File: src/hdl/assert_macros.svh
// ---------------------------------------------------------------------------
// assertion macros for the rtl
// ---------------------------------------------------------------------------
`ifndef ASSERT_MACROS_SVH
`define ASSERT_MACROS_SVH

// implication checked on every rising clock edge outside reset
`define ASSERT_IMPL(label, clk, rst_n, prop, msg) \
  label: assert property (@(posedge clk) disable iff (!rst_n) prop) else $error(msg);

// plain expression checked on every rising clock edge outside reset
`define ASSERT_ALWAYS(label, clk, rst_n, expr, msg) \
  label: assert property (@(posedge clk) disable iff (!rst_n) (expr)) else $error(msg);

`endif

File: src/hdl/rmdr_pkg.sv
// ---------------------------------------------------------------------------
// rmdr_pkg
// types and constants of the rational multiply / divide / reduce core
// ---------------------------------------------------------------------------
package rmdr_pkg;

  localparam int unsigned ResWidth = 64;
  localparam int unsigned CntWidth = 7;

  localparam logic [1:0] CMD_REDUCE = 2'd0;
  localparam logic [1:0] CMD_MUL    = 2'd1;
  localparam logic [1:0] CMD_DIV    = 2'd2;

  // datapath commands from the controller
  typedef struct packed {
    logic load;      // capture operands and command
    logic mul_start; // start 64 bit product on captured operands
    logic mul_step;  // one multiply step
    logic gcd_init;  // copy pair into gcd registers
    logic div_start; // start one truncated division
    logic div_step;  // one bit of division
    logic gcd_swap;  // x <= y, y <= remainder
    logic quo_num;   // store quotient as result numerator
    logic quo_den;   // store quotient as result denominator
    logic zero_den;  // special case of a zero denominator
    logic [1:0] div_sel; // dividend select: 0 x, 1 n, 2 d
  } rmdr_cmd_t;

  typedef struct packed {
    logic d_zero;
    logic y_zero;
    logic mul_done;
    logic div_done;
  } rmdr_sts_t;

endpackage

File: src/hdl/rmdr_ctrl.sv
// ---------------------------------------------------------------------------
// rmdr_ctrl
// sequencer: multiply, zero denominator check, euclid loop, two final divisions, output handshake
// ---------------------------------------------------------------------------
module rmdr_ctrl (
  input  logic               clk_i,
  input  logic               rst_ni,
  input  logic               in_valid_i,
  output logic               in_ready_o,
  output logic               out_valid_o,
  input  logic               out_ready_i,
  output rmdr_pkg::rmdr_cmd_t cmd_o,
  input  rmdr_pkg::rmdr_sts_t sts_i
);
  import rmdr_pkg::*;

  localparam logic [3:0] S_IDLE   = 4'd0;
  localparam logic [3:0] S_MUL    = 4'd1;
  localparam logic [3:0] S_CHECK  = 4'd2;
  localparam logic [3:0] S_GTEST  = 4'd3;
  localparam logic [3:0] S_GDIV   = 4'd4;
  localparam logic [3:0] S_NDIV   = 4'd5;
  localparam logic [3:0] S_DDIV   = 4'd6;
  localparam logic [3:0] S_OUT    = 4'd7;
  localparam logic [3:0] S_NSTART = 4'd8;
  localparam logic [3:0] S_DSTART = 4'd9;

  logic [3:0] state_q, state_d;

  always_ff @(posedge clk_i or negedge rst_ni) begin
    if (!rst_ni) begin
      state_q <= S_IDLE;
    end else begin
      state_q <= state_d;
    end
  end

  assign in_ready_o  = (state_q == S_IDLE);
  assign out_valid_o = (state_q == S_OUT);

  always_comb begin
    state_d = state_q;
    cmd_o   = '0;
    case (state_q)
      S_IDLE: begin
        if (in_valid_i) begin
          cmd_o.load      = 1'b1;
          cmd_o.mul_start = 1'b1;
          state_d         = S_MUL;
        end
      end
      S_MUL: begin
        if (sts_i.mul_done) begin
          state_d = S_CHECK;
        end else begin
          cmd_o.mul_step = 1'b1;
        end
      end
      S_CHECK: begin
        if (sts_i.d_zero) begin
          cmd_o.zero_den = 1'b1;
          state_d        = S_OUT;
        end else begin
          cmd_o.gcd_init = 1'b1;
          state_d        = S_GTEST;
        end
      end
      S_GTEST: begin
        if (sts_i.y_zero) begin
          state_d = S_NSTART;
        end else begin
          cmd_o.div_start = 1'b1;
          cmd_o.div_sel   = 2'd0;
          state_d         = S_GDIV;
        end
      end
      S_GDIV: begin
        if (sts_i.div_done) begin
          cmd_o.gcd_swap = 1'b1;
          state_d        = S_GTEST;
        end else begin
          cmd_o.div_step = 1'b1;
        end
      end
      S_NSTART: begin
        cmd_o.div_start = 1'b1;
        cmd_o.div_sel   = 2'd1;
        state_d         = S_NDIV;
      end
      S_NDIV: begin
        if (sts_i.div_done) begin
          cmd_o.quo_num = 1'b1;
          state_d       = S_DSTART;
        end else begin
          cmd_o.div_step = 1'b1;
        end
      end
      S_DSTART: begin
        cmd_o.div_start = 1'b1;
        cmd_o.div_sel   = 2'd2;
        state_d         = S_DDIV;
      end
      S_DDIV: begin
        if (sts_i.div_done) begin
          cmd_o.quo_den = 1'b1;
          state_d       = S_OUT;
        end else begin
          cmd_o.div_step = 1'b1;
        end
      end
      S_OUT: begin
        if (out_ready_i) begin
          state_d = S_IDLE;
        end
      end
      default: begin
        state_d = S_IDLE;
      end
    endcase
  end

endmodule

File: config.mk
export PLATFORM = sky130hd
export DESIGN_NAME = rmdr_ctrl
export DESIGN_NICKNAME = d
export VERILOG_FILES = /design/src/hdl/assert_macros.svh /design/src/hdl/rmdr_pkg.sv /design/src/hdl/rmdr_ctrl.sv
export SDC_FILE = /design/constraint.sdc
export NUM_CORES = 1
export LEC_CHECK = 0
export ABC_AREA = 1
export BUFFER_PORTS_ARGS = -buffer_cell sky130_fd_sc_hd__buf_2
export CAP_MARGIN = 20
export CORE_AREA = 2 2 39 41
export CTS_CLUSTER_SIZE = 28
export DETAILED_ROUTE_END_ITERATION = 8
export DIE_AREA = 0 0 41 43
export SLEW_MARGIN = 20
export SYNTH_ARGS = -nofsm -noshare
export SYNTH_HDL_FRONTEND = slang
export SYNTH_SLANG_ARGS = --single-unit
File: constraint.sdc
create_clock -name clk_i -period 1.4 [get_ports clk_i]
set_input_delay 0.35 -clock clk_i [delete_from_list [all_inputs] [get_ports clk_i]]
set_output_delay 0.35 -clock clk_i [all_outputs]
set_load 0.03 [all_outputs]
==> results by stage <==
Status:
- The flow ran to the end, but the final reports show violations.
- The final reports fail on setup timing.

Timing:
- Setup violations remaining at the end of the flow were counted as 14.
- After layout, the worst setup slack is -254 ps.
- Setup repair after global routing could not meet its margin everywhere.
- The worst hold-check slack is around 440 ps.
- Headroom to the max-slew limit came out at slightly below 90%.
- The hold violation count in the final report is 0.
- After layout, the minimum clock period comes to 1650 ps.
- The final-report max-slew violation count is 0.
- The final critical-path share of the clock period is 118%.
- The slew at the pin closest to its max-slew limit is 190 ps.
- Clock skew on the completed layout was measured at between 9 and 10 ps.
- For this run, the top clock speed supported by timing is 605 MHz.

Hold path:
- The path category of the worst min-delay check is input port to async pin.

Global routing:
- The met3 track demand over resource is 1.57%.
- The global route total overflow is 0.
- For this run, global-route usage on met2 was measured as 25.3%.
- The wire length of the first global-routing pass is ~1900 um.
- Entering global routing, the biggest net connects 8 pins.
- The number of global-route vias before repair is 472.
- Global routing used 16.0% of the available tracks across all layers.
- The initial antenna violation count came to 0.
- The global routing stage identified its most utilized layer as met2.
- The global routing met1 resource utilization is 18.4%.

Clocking:
- The clock passes through at most 2 buffers.
- The insertion delay to the later sink of the worst-skew pair is approximately 250 ps.
- The clock transition at the register clock pins on the worst setup and hold paths after CTS is roughly 40 ps.
- The clock drives 4 sinks.
- The cell at the root of the clock tree is clkbuf_4.
- TritonCTS built the clock tree.
- Clock tree synthesis inserted a total of 3 buffers.
- The number of levels the H-tree was split into is 1.

Die:
- In this run the count of I/O pins placed on the die edge is 22.
- The initial standard-cell utilization of the core is 29.6%.
- From left edge to right edge, the die measures 41 um.
- The die covers 1760 um^2.
- Measured along the y axis, the die boundary spans 43 um.
- The core region is about 1400 um^2.
- The total number of placement rows is 14.

Logic synthesis:
- The synthesized netlist contains 16 unique library cells.
- The cell area that synthesis handed to floorplanning was between 400 and 500 um^2.
- The synthesis warning total is 0.
- When the netlist entered floorplanning its net count stood at 77.
- In this run, synthesis produced a sequential element count of 4.
- The number of instances in the synthesized netlist is 69.
- The average cell area after synthesis is 5.93 um^2.
- For this run, the register share of the synthesized area comes to 24.5%.

Drt:
- For this run, the detailed router's first-pass iteration total came to 4.
- Wires add up to 1330 um.
- The remaining routing DRC violations is 0.
- After the first detailed-routing iteration, the DRC count stood at 7.
- In the routed layout, each cell is associated on average with a via count of 4.60.
- The total number of vias is 561.
- The average wire per standard cell is 10.9 um.
- The residual antenna-violating net count after detailed routing is 0.

Worst setup path:
- The kind of start point of the critical path is a register.
- The critical-path maximum fanout is 7.
- The reg-to-reg startpoint is state_q[0]$_DFFE_PN0P_.
- The critical path is of the register to primary output type.
- The arrival time of the worst setup path is about 1300 ps.
- For the worst setup path, the data required time is 1050 ps.
- The critical path launch point is state_q[0]$_DFFE_PN0P_.
- The worst setup path is captured at a primary output.

Final layout:
- Relative to the synthesized area, the layout overhead comes to 97.9%.
- The register with the most flip-flops in the layout has 4 of them.
- The register with the most flip-flops in the final layout is state_q.
- The finished cells cover 810 um^2.
- Of the cells placed in the final design, the portion with a size suffix greater than 1 is 61.3%.
- 0 antenna diodes ended up in the layout.
- In the final design database the tool counted 116 nets.
- Once layout is complete, the utilization of the core stands at 58.5%.
- The largest registers in the layout are state_q: 4 flops.

Power:
- The highest ir drop seen on vdd is 1040 uV.
- The analysis attributes to cell leakage a power of 0.000449 uW.
- The areal power density over the cells is roughly 2300 nW/um^2.

Placed design:
- The total half-perimeter wirelength after legalization and detailed placement is 937 um.
- The final RePlAce weighted congestion is 0.836.
- The number of buffers inserted by port buffering is 21.
- Once placement finished, the instance area stood at about 630 um^2.

Run:
- Across the run, the number of max-cap violations was 0.
cell usage after synthesis (all sizes together):
| cell type | number | area share, % |
|---|---|---|
| nand2 | 18 | 18 |
| nand3b | 1 | 1.8 |
| inv | 16 | 15 |
| nor3b | 1 | 1.8 |
| nand3 | 7 | 8.6 |
| dfrtp | 4 | 24 |
| buf | 2 | 3.7 |
| o211ai | 2 | 3.7 |
| nand4 | 1 | 1.5 |
| nor4 | 2 | 3.1 |
| nor2 | 12 | 15 |
| o21ai | 3 | 3.7 |
worst max-delay path, stage by stage (launching register included):
cell and delay, ps:
dfrtp_2 470, buf_6 150, nor4_2 250, buf_4 200
power breakdown:
part	switching (uW)	leakage, uW	internal [uW]
Sequential	97.2	0.0000488	176
Clock	54.7	0.0000138	96.3
Combinational	785	0.000387	642
what timing repair did:
action / in CTS / in global routing
endpoints found under the setup margin: 14 / 18
setup buffers: 0 / 3
pin swaps: 1 / 1
hold endpoints to repair: 4 / 0
hold buffers: 1 / 0
gates resized for setup: 31 / 13
final timing paths:
check                                         end  slack [ps]  cells past startpoint
min in group clk_i         state_q[3]$_DFFE_PN0P_         500                      4
max reg2reg                state_q[0]$_DFFE_PN0P_          40                      7
min reg2reg                state_q[2]$_DFFE_PN0P_         610                      2
min                        state_q[2]$_DFFE_PN0P_         440                      2
max in group asynchronous  state_q[0]$_DFFE_PN0P_         820                      2
max                                      cmd_o[5]        -250                      3
cell usage in the layout (no fill, tap or decap):
| cell | n |
|---|---|
| buf_2 | 7 |
| buf_4 | 14 |
| buf_6 | 14 |
| clkbuf_4 | 3 |
| dfrtp_1 | 2 |
| dfrtp_2 | 2 |
| dlygate4sd3_1 | 1 |
| inv_1 | 10 |
| inv_2 | 6 |
| nand2_1 | 12 |
| nand2_2 | 5 |
| nand2_4 | 1 |
| nand3_1 | 7 |
| nand3b_1 | 1 |
| nand4_1 | 1 |
| nor2_1 | 1 |
| nor2_2 | 6 |
| nor2_4 | 5 |
| nor3b_1 | 1 |
| nor4_2 | 2 |
| o211ai_1 | 2 |
| o21ai_0 | 3 |
per-layer routing:
layer  share of wire (%)  vias to the layer above  wire [um]
met2                  54                       16        720
met4                 3.2                        0         43
met1                  39                      254        526
met5                   0                        -          0
li1                    -                      286          -
met3                 3.2                        5         43
stage by stage:
| stage | std cells | setup TNS (ps) | power (uW) | setup WS (ps) |
|---|---|---|---|---|
| after floorplan | 69 | -477 | 967 | -152 |
| final | 122 | -3040 | 1850 | -254 |
| after CTS | 119 | -2880 | 1670 | -245 |
| after detailed placement | 115 | -358 | 1330 | -74.7 |
| after global routing | 122 | -3760 | 1960 | -316 |
| after global placement | 115 | -280 | 1320 | -72.3 |
logic make-up after synthesis:
kind of cell / count (synthesis) / share of synthesized area [%]
AOI/OAI and AO/OA: 5 / 7.34
buffers and inverters: 18 / 18.3
DFF: 4 / 24.5
and+or+nand+nor: 42 / 49.8
layout make-up:
| type | count | area (um^2) |
|---|---|---|
| fillers | 122 | 574 |
| repair buffers | 36 | 308 |
| multi-input cells | 47 | 297 |
| flip-flops and latches | 4 | 103 |
| inverters | 16 | 60.1 |
| clock buffers | 3 | 22.5 |
| well taps | 16 | 20.0 |
No activity file was read; power rests on OpenSTA's default activity.
